===== src/pair_event_table_core_defines.svh =====
// ---------------------------------------------------------------------------
// Pair event table assertion macros
// Shorthand for the concurrent checks used in the table core.
// ---------------------------------------------------------------------------
`ifndef PAIR_EVENT_TABLE_CORE_DEFINES_SVH
`define PAIR_EVENT_TABLE_CORE_DEFINES_SVH

// The consequent holds in the same cycle as the antecedent.
`define PET_ASSERT_SAME(lbl, ant, cons, msg) \
  lbl: assert property (@(posedge clk_i) disable iff (!rst_ni) (ant) |-> (cons)) \
    else $error(msg);

// The consequent holds in the cycle after the antecedent.
`define PET_ASSERT_NEXT(lbl, ant, cons, msg) \
  lbl: assert property (@(posedge clk_i) disable iff (!rst_ni) (ant) |=> (cons)) \
    else $error(msg);

`endif


===== src/pet_pkg.sv =====
// ---------------------------------------------------------------------------
// Pair event table package
// Sizes, codes and request and response types shared by the table files.
// ---------------------------------------------------------------------------
`timescale 1ns / 1ps

package pet_pkg;

  localparam int unsigned TableDepth = 64;
  localparam int unsigned IndexBits  = 10;
  localparam int unsigned TimeBits   = 32;
  localparam int unsigned AddrBits   = $clog2(TableDepth);

  typedef logic signed [TimeBits-1:0] time_t;
  typedef logic [IndexBits-1:0]       index_t;

  localparam time_t TimeMax = {1'b0, {(TimeBits-1){1'b1}}};
  localparam time_t TimeMin = {1'b1, {(TimeBits-1){1'b0}}};

  typedef enum logic [2:0] {
    OP_ADD     = 3'd0,
    OP_REMOVE  = 3'd1,
    OP_GET     = 3'd2,
    OP_SETKIND = 3'd3,
    OP_ADVANCE = 3'd4
  } opcode_e;

  typedef enum logic [1:0] {
    ST_OK        = 2'd0,
    ST_NOT_FOUND = 2'd1,
    ST_FULL      = 2'd2,
    ST_BAD_KIND  = 2'd3
  } status_e;

  typedef enum logic [2:0] {
    KIND_BINDING     = 3'd0,
    KIND_UNBINDING   = 3'd1,
    KIND_BOUND2BOUND = 3'd2,
    KIND_TRANS2TRANS = 3'd3,
    KIND_EMPTY       = 3'd4
  } kind_e;

  typedef struct packed {
    logic [2:0]            opcode;
    index_t                first_index;
    index_t                second_index;
    time_t                 wait_time;
    logic [7:0]            origin_state;
    logic [7:0]            end_state;
    logic [2:0]            event_kind;
    logic [TimeBits-2:0]   time_step;
  } req_t;

  typedef struct packed {
    logic [1:0]  status;
    time_t       found_time;
    index_t      found_first;
    index_t      found_second;
    logic [7:0]  found_origin;
    logic [7:0]  found_end;
    logic [2:0]  found_kind;
  } rsp_t;

  typedef struct packed {
    index_t      first;
    index_t      second;
    time_t       wtime;
    logic [7:0]  origin;
    logic [7:0]  end_st;
    logic [2:0]  kind;
  } entry_t;

  localparam int unsigned EntryBits = $bits(entry_t);

endpackage


===== src/pet_if.sv =====
// ---------------------------------------------------------------------------
// Pair event table channels
// Valid/ready request and response channels of the table core.
// ---------------------------------------------------------------------------
`timescale 1ns / 1ps

interface pet_req_if;
  logic          valid;
  logic          ready;
  pet_pkg::req_t payload;

  modport source (output valid, output payload, input ready);
  modport sink   (input valid, input payload, output ready);
endinterface

interface pet_rsp_if;
  logic          valid;
  logic          ready;
  pet_pkg::rsp_t payload;

  modport source (output valid, output payload, input ready);
  modport sink   (input valid, input payload, output ready);
endinterface


===== src/pet_ram.sv =====
// ---------------------------------------------------------------------------
// Pair event table RAM
// Simple dual-port RAM with one write port and one registered read port.
// ---------------------------------------------------------------------------
`timescale 1ns / 1ps

module pet_ram #(
  parameter int unsigned Width = 8,
  parameter int unsigned Depth = 16
) (
  input  logic                     clk_i,
  input  logic                     we_i,
  input  logic [$clog2(Depth)-1:0] waddr_i,
  input  logic [Width-1:0]         wdata_i,
  input  logic                     re_i,
  input  logic [$clog2(Depth)-1:0] raddr_i,
  output logic [Width-1:0]         rdata_o
);

  logic [Width-1:0] mem [Depth];

  always_ff @(posedge clk_i) begin
    if (we_i) begin
      mem[waddr_i] <= wdata_i;
    end
    if (re_i) begin
      rdata_o <= mem[raddr_i];
    end
  end

endmodule


===== src/pair_event_table_core.sv =====
// ---------------------------------------------------------------------------
// Pair event table core
// Table of pending events keyed by a particle pair, held in one RAM.
// ---------------------------------------------------------------------------
//  channel  direction  payload
//  req_i    in         opcode, pair key, wait time, states, kind, time step
//  rsp_o    out        status and the entry found by get
//
//  Remove, get, advance, and add or set kind with a valid kind scan all
//  TableDepth entries, one RAM read per cycle. The response is loaded in the
//  apply state; the next request can be taken in the cycle after that. Add or
//  set kind with a bad kind and unused opcodes skip the scan. Advance writes
//  each valid entry back as its read data returns. Reset clears the valid
//  bits and the control state at once. A stalled response holds the last step
//  and blocks the next request.
`timescale 1ns / 1ps
`include "pair_event_table_core_defines.svh"

module pair_event_table_core (
  input  logic            clk_i,
  input  logic            rst_ni,
  pet_req_if.sink         req_i,
  pet_rsp_if.source       rsp_o
);

  localparam int unsigned AB = pet_pkg::AddrBits;

  typedef enum logic [2:0] {
    S_IDLE  = 3'b001,
    S_SCAN  = 3'b010,
    S_APPLY = 3'b100
  } state_e;

  state_e                  state_q, state_d;
  logic [AB:0]             cnt_q, cnt_d;
  logic                    chk_vld_q, chk_vld_d;
  logic [AB-1:0]           chk_addr_q, chk_addr_d;
  logic                    hit_q, hit_d;
  logic [AB-1:0]           hit_idx_q, hit_idx_d;
  pet_pkg::entry_t         hit_data_q, hit_data_d;
  logic                    free_q, free_d;
  logic [AB-1:0]           free_idx_q, free_idx_d;
  logic [pet_pkg::TableDepth-1:0] valid_q, valid_d;
  pet_pkg::req_t           req_q, req_d;
  logic                    rsp_valid_q, rsp_valid_d;
  pet_pkg::rsp_t           rsp_data_q, rsp_data_d;

  logic                    ram_we, ram_re;
  logic [AB-1:0]           ram_waddr, ram_raddr;
  pet_pkg::entry_t         ram_wdata, ram_rdata;
  logic [pet_pkg::EntryBits-1:0] ram_rdata_raw;

  logic                    req_fire, issue, out_free, kind_bad, needs_scan;
  logic                    cur_valid, key_match;
  logic signed [pet_pkg::TimeBits:0] adv_diff;
  pet_pkg::time_t          adv_time;
  pet_pkg::entry_t         new_entry, adv_entry, kind_entry;
  pet_pkg::rsp_t           res;

  pet_ram #(
    .Width (pet_pkg::EntryBits),
    .Depth (pet_pkg::TableDepth)
  ) u_ram (
    .clk_i   (clk_i),
    .we_i    (ram_we),
    .waddr_i (ram_waddr),
    .wdata_i (ram_wdata),
    .re_i    (ram_re),
    .raddr_i (ram_raddr),
    .rdata_o (ram_rdata_raw)
  );

  assign ram_rdata = pet_pkg::entry_t'(ram_rdata_raw);

  assign req_i.ready   = (state_q == S_IDLE);
  assign req_fire      = req_i.valid && req_i.ready;
  assign rsp_o.valid   = rsp_valid_q;
  assign rsp_o.payload = rsp_data_q;
  assign out_free      = !rsp_valid_q || rsp_o.ready;

  assign issue     = (state_q == S_SCAN) && (cnt_q < (AB + 1)'(pet_pkg::TableDepth));
  assign cur_valid = valid_q[chk_addr_q];
  assign key_match = (ram_rdata.first == req_q.first_index) &&
                     (ram_rdata.second == req_q.second_index);
  assign kind_bad  = (req_q.event_kind > pet_pkg::KIND_EMPTY);

  always_comb begin
    unique case (req_i.payload.opcode)
      pet_pkg::OP_ADD, pet_pkg::OP_SETKIND:
        needs_scan = !(req_i.payload.event_kind > pet_pkg::KIND_EMPTY);
      pet_pkg::OP_REMOVE, pet_pkg::OP_GET, pet_pkg::OP_ADVANCE:
        needs_scan = 1'b1;
      default:
        needs_scan = 1'b0;
    endcase
  end

  // Saturating subtraction of the time step from a valid entry.
  assign adv_diff = {ram_rdata.wtime[pet_pkg::TimeBits-1], ram_rdata.wtime} -
                    $signed({2'b00, req_q.time_step});
  assign adv_time = (adv_diff[pet_pkg::TimeBits] != adv_diff[pet_pkg::TimeBits-1]) ?
                    pet_pkg::TimeMin : adv_diff[pet_pkg::TimeBits-1:0];

  always_comb begin
    adv_entry       = ram_rdata;
    adv_entry.wtime = adv_time;
    kind_entry      = hit_data_q;
    kind_entry.kind = req_q.event_kind;
    new_entry.first  = req_q.first_index;
    new_entry.second = req_q.second_index;
    new_entry.wtime  = req_q.wait_time;
    new_entry.origin = req_q.origin_state;
    new_entry.end_st = req_q.end_state;
    new_entry.kind   = req_q.event_kind;
  end

  always_comb begin
    state_d     = state_q;
    cnt_d       = cnt_q;
    chk_vld_d   = issue;
    chk_addr_d  = cnt_q[AB-1:0];
    hit_d       = hit_q;
    hit_idx_d   = hit_idx_q;
    hit_data_d  = hit_data_q;
    free_d      = free_q;
    free_idx_d  = free_idx_q;
    valid_d     = valid_q;
    req_d       = req_q;
    rsp_valid_d = rsp_valid_q && !rsp_o.ready;
    rsp_data_d  = rsp_data_q;
    ram_re      = issue;
    ram_raddr   = cnt_q[AB-1:0];
    ram_we      = 1'b0;
    ram_waddr   = chk_addr_q;
    ram_wdata   = adv_entry;

    res = '0;
    res.status = pet_pkg::ST_OK;

    unique case (state_q)
      S_IDLE: begin
        if (req_fire) begin
          req_d  = req_i.payload;
          cnt_d  = '0;
          hit_d  = 1'b0;
          free_d = 1'b0;
          state_d = needs_scan ? S_SCAN : S_APPLY;
        end
      end
      S_SCAN: begin
        if (issue) begin
          cnt_d = cnt_q + 1'b1;
        end
        if (chk_vld_q) begin
          if (cur_valid && key_match && !hit_q) begin
            hit_d      = 1'b1;
            hit_idx_d  = chk_addr_q;
            hit_data_d = ram_rdata;
          end
          if (!cur_valid && !free_q) begin
            free_d     = 1'b1;
            free_idx_d = chk_addr_q;
          end
          if (cur_valid && (req_q.opcode == pet_pkg::OP_ADVANCE)) begin
            ram_we = 1'b1;
          end
          if (chk_addr_q == AB'(pet_pkg::TableDepth - 1)) begin
            state_d = S_APPLY;
          end
        end
      end
      S_APPLY: begin
        unique case (req_q.opcode)
          pet_pkg::OP_ADD: begin
            if (kind_bad) begin
              res.status = pet_pkg::ST_BAD_KIND;
            end else if (hit_q) begin
              if ($signed(hit_data_q.wtime) > $signed(req_q.wait_time)) begin
                ram_we    = out_free;
                ram_waddr = hit_idx_q;
                ram_wdata = new_entry;
              end
            end else if (free_q) begin
              ram_we    = out_free;
              ram_waddr = free_idx_q;
              ram_wdata = new_entry;
              if (out_free) begin
                valid_d[free_idx_q] = 1'b1;
              end
            end else begin
              res.status = pet_pkg::ST_FULL;
            end
          end
          pet_pkg::OP_REMOVE: begin
            if (hit_q) begin
              if (out_free) begin
                valid_d[hit_idx_q] = 1'b0;
              end
            end else begin
              res.status = pet_pkg::ST_NOT_FOUND;
            end
          end
          pet_pkg::OP_GET: begin
            if (hit_q) begin
              res.found_time   = hit_data_q.wtime;
              res.found_first  = hit_data_q.first;
              res.found_second = hit_data_q.second;
              res.found_origin = hit_data_q.origin;
              res.found_end    = hit_data_q.end_st;
              res.found_kind   = hit_data_q.kind;
            end else begin
              res.status     = pet_pkg::ST_NOT_FOUND;
              res.found_time = pet_pkg::TimeMax;
            end
          end
          pet_pkg::OP_SETKIND: begin
            if (kind_bad) begin
              res.status = pet_pkg::ST_BAD_KIND;
            end else if (hit_q) begin
              ram_we    = out_free;
              ram_waddr = hit_idx_q;
              ram_wdata = kind_entry;
            end else begin
              res.status = pet_pkg::ST_NOT_FOUND;
            end
          end
          default: begin
          end
        endcase
        if (out_free) begin
          rsp_valid_d = 1'b1;
          rsp_data_d  = res;
          state_d     = S_IDLE;
        end
      end
      default: begin
        state_d = S_IDLE;
      end
    endcase
  end

  always_ff @(posedge clk_i or negedge rst_ni) begin
    if (!rst_ni) begin
      state_q     <= S_IDLE;
      cnt_q       <= '0;
      chk_vld_q   <= 1'b0;
      hit_q       <= 1'b0;
      free_q      <= 1'b0;
      valid_q     <= '0;
      rsp_valid_q <= 1'b0;
    end else begin
      state_q     <= state_d;
      cnt_q       <= cnt_d;
      chk_vld_q   <= chk_vld_d;
      hit_q       <= hit_d;
      free_q      <= free_d;
      valid_q     <= valid_d;
      rsp_valid_q <= rsp_valid_d;
    end
  end

  always_ff @(posedge clk_i) begin
    chk_addr_q <= chk_addr_d;
    hit_idx_q  <= hit_idx_d;
    hit_data_q <= hit_data_d;
    free_idx_q <= free_idx_d;
    req_q      <= req_d;
    rsp_data_q <= rsp_data_d;
  end

  `PET_ASSERT_NEXT(a_busy_after_accept, req_fire, !req_i.ready,
                   "Request channel stayed ready after an accepted request.")
  `PET_ASSERT_SAME(a_scan_write_advance, ram_we && (state_q == S_SCAN),
                   req_q.opcode == pet_pkg::OP_ADVANCE,
                   "Entry written during a scan that is not an advance.")
  `PET_ASSERT_SAME(a_hit_key, hit_q && (state_q == S_APPLY),
                   (hit_data_q.first == req_q.first_index) &&
                   (hit_data_q.second == req_q.second_index),
                   "Captured entry key differs from the request key.")
  `PET_ASSERT_SAME(a_free_slot, free_q && (state_q == S_APPLY),
                   !valid_q[free_idx_q],
                   "Recorded free slot holds a valid entry.")

endmodule

===== src/flat_wrapper.sv =====
// flat-port wrapper written by rule: the top's interface ports become plain ports
module pair_event_table_core_flat 
  (clk_i, rst_ni, req_i_valid, req_i_payload, req_i_ready, rsp_o_valid, rsp_o_payload, rsp_o_ready);
  pet_req_if req_i_i ();
  pet_rsp_if rsp_o_i ();
  input  logic clk_i;
  input  logic rst_ni;
  input wire logic [$bits(req_i_i.valid)-1:0] req_i_valid;
  input wire logic [$bits(req_i_i.payload)-1:0] req_i_payload;
  output wire logic [$bits(req_i_i.ready)-1:0] req_i_ready;
  output wire logic [$bits(rsp_o_i.valid)-1:0] rsp_o_valid;
  output wire logic [$bits(rsp_o_i.payload)-1:0] rsp_o_payload;
  input wire logic [$bits(rsp_o_i.ready)-1:0] rsp_o_ready;
  assign req_i_i.valid = req_i_valid;
  assign req_i_i.payload = req_i_payload;
  assign req_i_ready = req_i_i.ready;
  assign rsp_o_valid = rsp_o_i.valid;
  assign rsp_o_payload = rsp_o_i.payload;
  assign rsp_o_i.ready = rsp_o_ready;
  pair_event_table_core u_core (.clk_i(clk_i), .rst_ni(rst_ni), .req_i(req_i_i), .rsp_o(rsp_o_i));
endmodule

===== config.mk =====
export PLATFORM = sky130hd
export DESIGN_NAME = pair_event_table_core_flat
export DESIGN_NICKNAME = d
export VERILOG_FILES = /design/src/pet_pkg.sv /design/src/pet_if.sv /design/src/pet_ram.sv /design/src/pair_event_table_core.sv /design/src/flat_wrapper.sv
export VERILOG_INCLUDE_DIRS = /design/src /design/src/src
export SDC_FILE = /design/constraint.sdc
export NUM_CORES = 2
export LEC_CHECK = 0
export BUFFER_PORTS_ARGS = -buffer_cell sky130_fd_sc_hd__buf_2
export CORE_ASPECT_RATIO = 1.1
export CORE_UTILIZATION = 59
export CTS_BUF_LIST = sky130_fd_sc_hd__clkbuf_4
export DETAILED_ROUTE_END_ITERATION = 6
export PLACE_DENSITY = 0.81
export SLEW_MARGIN = 20
export SYNTH_ARGS = -nofsm -noshare
export SYNTH_HDL_FRONTEND = slang
export SYNTH_MEMORY_MAX_BITS = 65536
export SYNTH_SLANG_ARGS = --single-unit

===== constraint.sdc =====
create_clock -name clk_i -period 9.4 [get_ports clk_i]
set_input_delay 1.88 -clock clk_i [delete_from_list [all_inputs] [get_ports clk_i]]
set_output_delay 1.88 -clock clk_i [all_outputs]
set_load 0.01 [all_outputs]

Yosys cells after proc, flatten, opt, wreduce, memory -nomap -nowiden. Memory sizes are Yosys's and may differ from the RTL's. A register that Yosys moved wholly into a read port is not among the register bits. Cells that the tools add are included.

Register bits: 345. Bits in latches: 0. Memory bits (writable): 4544. Bits in read-only memories: 0. Input bits: 109. Output and inout bits: 75. Logic and storage cells: 177. Memories kept: 1.

Memory list: u_core.u_ram.mem (words 64, bits a word 71, rd ports 1, clocked after memory_dff 1, wr ports 1, line pet_ram.sv:20) `logic [Width-1:0] mem [Depth];`.

Add/subtract/negate cells: 2. $mul: 0. Div/mod/pow operators: 0. Order comparisons: 9. Eq/ne operators: 28. Shift operators: 0. Muxes and demuxes: 68. Bitwise logic cells: 3. Reduce and logical (&&, ||, !) cells: 34.

Operator list (count): 2-to-1 mux 71 bit (7); 2-to-1 mux 64 bit (6); case mux 71 bit (2 select lines) (1); case mux 64 bit (2 select lines) (1); bitwise AND 64 bit (1); NOT 64 bit (1); bitwise OR 64 bit (1); 2-to-1 mux 6 bit (7); subtractor 32 x 32 -> 33 bit (1); > comparator 32 bit (1); 2-to-1 mux 32 bit (1); 2-to-1 mux 31 bit (1); < comparator 6 x 7 -> 1 bit, second input constant (3); 2-to-1 mux 1 bit (21); == test 10 bit (2); == test 3 x 2 -> 1 bit, second input constant (5); 2-to-1 mux 3 bit (5); 2-to-1 mux 7 bit (2); != test 2 x 1 -> 1 bit, second input constant (7); case mux 7 bit (2 select lines) (1); demux 1 bit (select 6 bit) (2); >= comparator 6 x 1 -> 1 bit, second input constant (2); != test 2 bit, second input constant (6); case mux 6 bit (2 select lines) (1); other kinds (23) (58).

Logic depth before layout (Yosys ltp).
Depth after elaboration: 10. Gate-level depth with buffers: 21. Depth with buffers taken out: 21.

Hierarchy. Synthesis repeated with hierarchy kept, for this count alone.

Cell total of the unflattened synthesis: 8557. Area total of the unflattened synthesis: 189813.3 µm².

By module, submodules not included: pet_ram (instances 1, cells each 7215, area an instance 173385.0 µm², sequential area each 138582.9 µm²); pair_event_table_core (instances 1, cells each 1342, area an instance 16428.3 µm², sequential area each 9910.8 µm²).

Worst setup path after synthesis. No wires, ideal clock.

Path type: register to register. From: register u_core.hit_data_q[44] (netlist name). To: memory u_core.u_ram.mem[34][0] (netlist name), enable pin. Setup time: 0.675 ns. Data arrival time: 9.418 ns. Data required time: 8.725 ns. Slack: -0.693 ns. Cell stages (with the launch flop): 12. Buffers on the path: 1. Clock period less this slack: 10.093 ns. Path through: edfxtp_1 > ha_1 > a21o_1 > nand3_1 > a21oi_1 > a2111oi_1 > nor4b_2 > a211o_1 > o211ai_1 > nand2_1 > clkbuf_1 > nor4_1.

Word-level cells in the longest chain between the ends: 8. Elaborated cells between the ends (all ways): 13. Those cells by class: order compare (1); mux (12).

RTL lines: start, declared (line pair_event_table_core.sv:40) `pet_pkg::entry_t hit_data_q, hit_data_d;`; start signal, assigned (line pair_event_table_core.sv:265) `hit_data_q <= hit_data_d;`; > comparator 32 bit * (line pair_event_table_core.sv:178) `if ($signed(hit_data_q.wtime) > $signed(req_q.wait_time)) begin`; 2-to-1 mux 1 bit (line pair_event_table_core.sv:178); 2-to-1 mux 1 bit (line pair_event_table_core.sv:177) `end else if (hit_q) begin`; 2-to-1 mux 1 bit (line pair_event_table_core.sv:175) `if (kind_bad) begin`; case mux 1 bit (2 select lines) (line pair_event_table_core.sv:173) `unique case (req_q.opcode)`; case mux 1 bit (2 select lines) (line pair_event_table_core.sv:140) `unique case (state_q)`; 2-to-1 mux 1 bit (line pet_ram.sv:23) `if (we_i) begin`; 2-to-1 mux 1 bit (implied by the code) (line pet_ram.sv:24) `mem[waddr_i] <= wdata_i;`; end, declared (line pet_ram.sv:20).

Every way passes the cells marked *; elsewhere a longest branch is shown, timed or not.

==> summary.md <==
| Metric | Value |
|---|---|
| Buffers on Ports | 183 |
| Yosys warns | 0 |
| Max clock buf depth | 5 |
| Post-synth EDFFs | 4,876 |
| Remaining antenna violation count | 0 |
| Finished layout cell area | 214,800 µm² |
| # clock sinks | 4,960 |
| Failing checks | design-rule violations |
| Largest area contributor in the netlist | edfxtp_1 |
| #FFs+latches synth | 4,960 |
| Rows | 219 |
| Hold Buf Count CTS | 0 |
| Most common cell after layout, fill and taps aside | edfxtp_1 |
| Setup TNS | 0 ns |
| I/O pin total | 184 |
| Largest net degree at the start of global routing | 121 |
| Most used DFF post-synth | edfxtp_1 |
| Placed Area | 199,800 µm² |
| Worst Tran Pin Value | 1.299 ns |
| CTS H-Tree Depth | 7 |
| RSZ-0062 raised after global routing | no |
| Vias/cell | 7.174 |
| Skew final | 0.2022 ns |
| Total grt overflow | 0 |
| Endpoint class of the critical path | register |
| Root Buffer | clkbuf_4 |
| Sequential cell area | 148,500 µm² |
| Hold Slack | 0.3494 ns |
| Commonest cells after routing, fill and taps aside | 4,876 x edfxtp_1, 1,742 x clkbuf_4, 1,504 x mux4_2, 299 x buf_4, 217 x clkinv_1 |
| CP Class | reg -> reg |
| Final setup viols | 0 |
| Outcome | finished with violations |
| Worst EP required | 10.65 ns |
| Final Net Count | 9,593 |
| Asr flop ratio synth | 1.573% |
| Clock slew at reported path FFs | 0.07 ns |
| Number of buffers created by CTS | 1,240 |
| Core outline area | 323,300 µm² |
| Layout cells sized above 1 | 38.75% |
| # DRC | 52 |
| Register area share after synthesis | 77.52% |
| Final Max Tran Viols | 0 |
| Global-route wire length before repair | 791,300 µm |
| Die H | 599.6 µm |
| Max VDD drop | 0.1331 mV |
| Area contributors post-synth | edfxtp_1 76%, mux4_2 18%, dfrtp_1 1.0% |
| Initial Utilization | 59.24% |
| Routed vias | 105,065 |
| Die area | 327,000 µm² |
| Tmin final | 6.338 ns |
| Routed WL per cell | 40.05 µm |
| Leak Pwr | 57.61 nW |
| CTS tree | done |
| Post-route clock period utilization | 67.42% |
| Syn Nets | 8,265 |
| Area of the multi-input gates | 41,900 µm² |
| Count of cell types in the netlist | 81 |
| Layout area overhead | 12.11% |
| Gpl congestion | 0.9569 |
| Syn Area/Cell | 23.68 µm² |
| Post-CTS setup buffers | 0 |
| HPWL after detailed placement | 318,900 µm |
| PnR Total Power | 41.44 mW |
| Post-synth top area share | 76.44% |
| Filler Cell Count | 19,361 |
| Metal1 wirelength | 174,600 µm |
| Worst skew pair latency | 1.73 ns |
| Worst EP arrival | 7.59 ns |
| Vias in the first global route | 105,349 |
| Hold Path Class | in -> async |
| Max layer used | met5 |
| Gr usage total | 35.66% |
| Crit path launch type | register |
| Resized Gates After CTS | 0 |
| Largest fanout on the critical path | 64 |
| Die width | 545.3 µm |
| Max Clock Freq | 157.8 MHz |
| WL met3 | 84,430 µm |
| Cell area power density | 193.0 nW/µm² |
| Met2 wire length | 276,200 µm |
| Maxcap violations | 0 |
| Fin. Hold Viols | 0 |
| Initial antenna violation count | 77 |
| TritonRoute pass-1 iters | 7 |
| Initial drt markers | 19,051 |
| Post-synthesis cell count | 8,090 |
| Mapped Area | 191,600 µm² |
| Routed wire length | 586,500 µm |
| Final core utilization | 66.42% |
| Slew HR | 13.41% |
==> through the flow <==
stage | instances | worst slack [ns]
floorplan | 8090 | -0.6930
global placement | 12484 | 3.560
detailed placement | 12484 | 3.343
CTS | 14496 | 3.317
global route | 14625 | 2.897
finish | 14646 | 3.062
==> report_power, final <==
group / internal (mW) / switching [mW] / leakage, nW
logic: 0.0170 / 0.0510 / 12.2
clock network: 8.88 / 8.60 / 8.73
registers: 23.9 / 0.00000000000000000839 / 36.7
==> critical path, cell delays in order (launching register included) <==
cell      delay, ns
edfxtp_1       0.43
ha_1           0.42
o21ai_0        0.16
o21ai_0        0.44
a21oi_1        0.30
nor4b_1        0.87
o2111a_1       0.31
nor2_1         0.07
a21oi_1        0.23
a21oi_1        0.10
nor2_1         0.10
ha_2           0.62
nor3_1         0.49
nand2_1        0.09
a21oi_1        0.20
a21oi_1        0.10
a211oi_4       0.28
buf_4          0.57
==> state kept, by name, indices dropped and copies added (netlist names) <==
register / flops
u_core.chk_addr_q: 6
u_core.chk_vld_q: 1
u_core.cnt_q: 7
u_core.free_idx_q: 6
u_core.free_q: 1
u_core.hit_data_q: 71
u_core.hit_idx_q: 6
u_core.hit_q: 1
u_core.kind_entry: 3
u_core.new_entry: 68
u_core.req_q: 34
u_core.rsp_o.payload: 73
u_core.rsp_o.valid: 1
u_core.state_q: 3
u_core.u_ram.mem: 4544
u_core.u_ram.rdata_o: 71
u_core.valid_q: 64
==> layout make-up <==
class / count / share of cell area, %
Tap cell: 4309 / 2.510
Antenna cell: 149 / 0.1736
Timing Repair Buffer: 504 / 1.683
Clock inverter: 270 / 0.6741
Inverter: 115 / 0.2033
Sequential cell: 4960 / 69.16
Multi-Input combinational cell: 2597 / 19.51
Clock buffer: 1742 / 6.089
==> worst paths after layout <==
check,cells after the start,to,slack [ns],start
worst max-delay path,17,u_core.u_ram.mem[35][23]$_DFFE_PP_,3.06,u_core.u_ram.rdata_o[23]$_DFFE_PP_
worst min-delay path,1,u_core.rsp_o.valid$_DFF_PN0_,0.35,rst_ni
worst max register to register,17,u_core.u_ram.mem[35][23]$_DFFE_PP_,3.06,u_core.u_ram.rdata_o[23]$_DFFE_PP_
worst min register to register,0,u_core.hit_data_q[26]$_DFFE_PP_,0.45,u_core.u_ram.rdata_o[26]$_DFFE_PP_
max in group asynchronous,1,u_core.cnt_q[5]$_DFFE_PN0P_,8.42,rst_ni
min in group clk_i,1,u_core.new_entry[64]$_DFFE_PP_,0.36,req_i_payload[95]
==> cells in the mapped netlist, types with 59 or more instances <==
library cell	number
a21oi_1	84
buf_1	101
clkbuf_1	284
dfrtp_1	77
edfxtp_1	4876
ha_1	65
inv_1	114
mux4_2	1504
nand2_1	113
nor2_1	82
nor3_1	59
o21ai_0	193
==> cells by family (layout without fill, tap and decap cells) <==
| group | count (synthesis) | count (layout) | share of synthesized area [%] |
|---|---|---|---|
| AOI/OAI and AO/OA | 494 | 494 | 1.660 |
| xor gates and xnor gates | 44 | 44 | 0.2012 |
| adders and majority gates | 66 | 66 | 0.4350 |
| buffers and inverters | 533 | 2631 | 1.088 |
| DFF | 4960 | 4960 | 77.52 |
| muxes | 1535 | 1535 | 17.85 |
| other | 0 | 149 | 0 |
| and+or+nand+nor | 458 | 458 | 1.248 |
==> metal layers <==
metal,vias to the layer above,GRT usage (%)
li1,38416,-
met5,-,0
met2,11398,55.22
met1,52918,43.12
met4,18,26.17
met3,2315,10.72
Note: power is estimated with default switching activity, not from simulation.
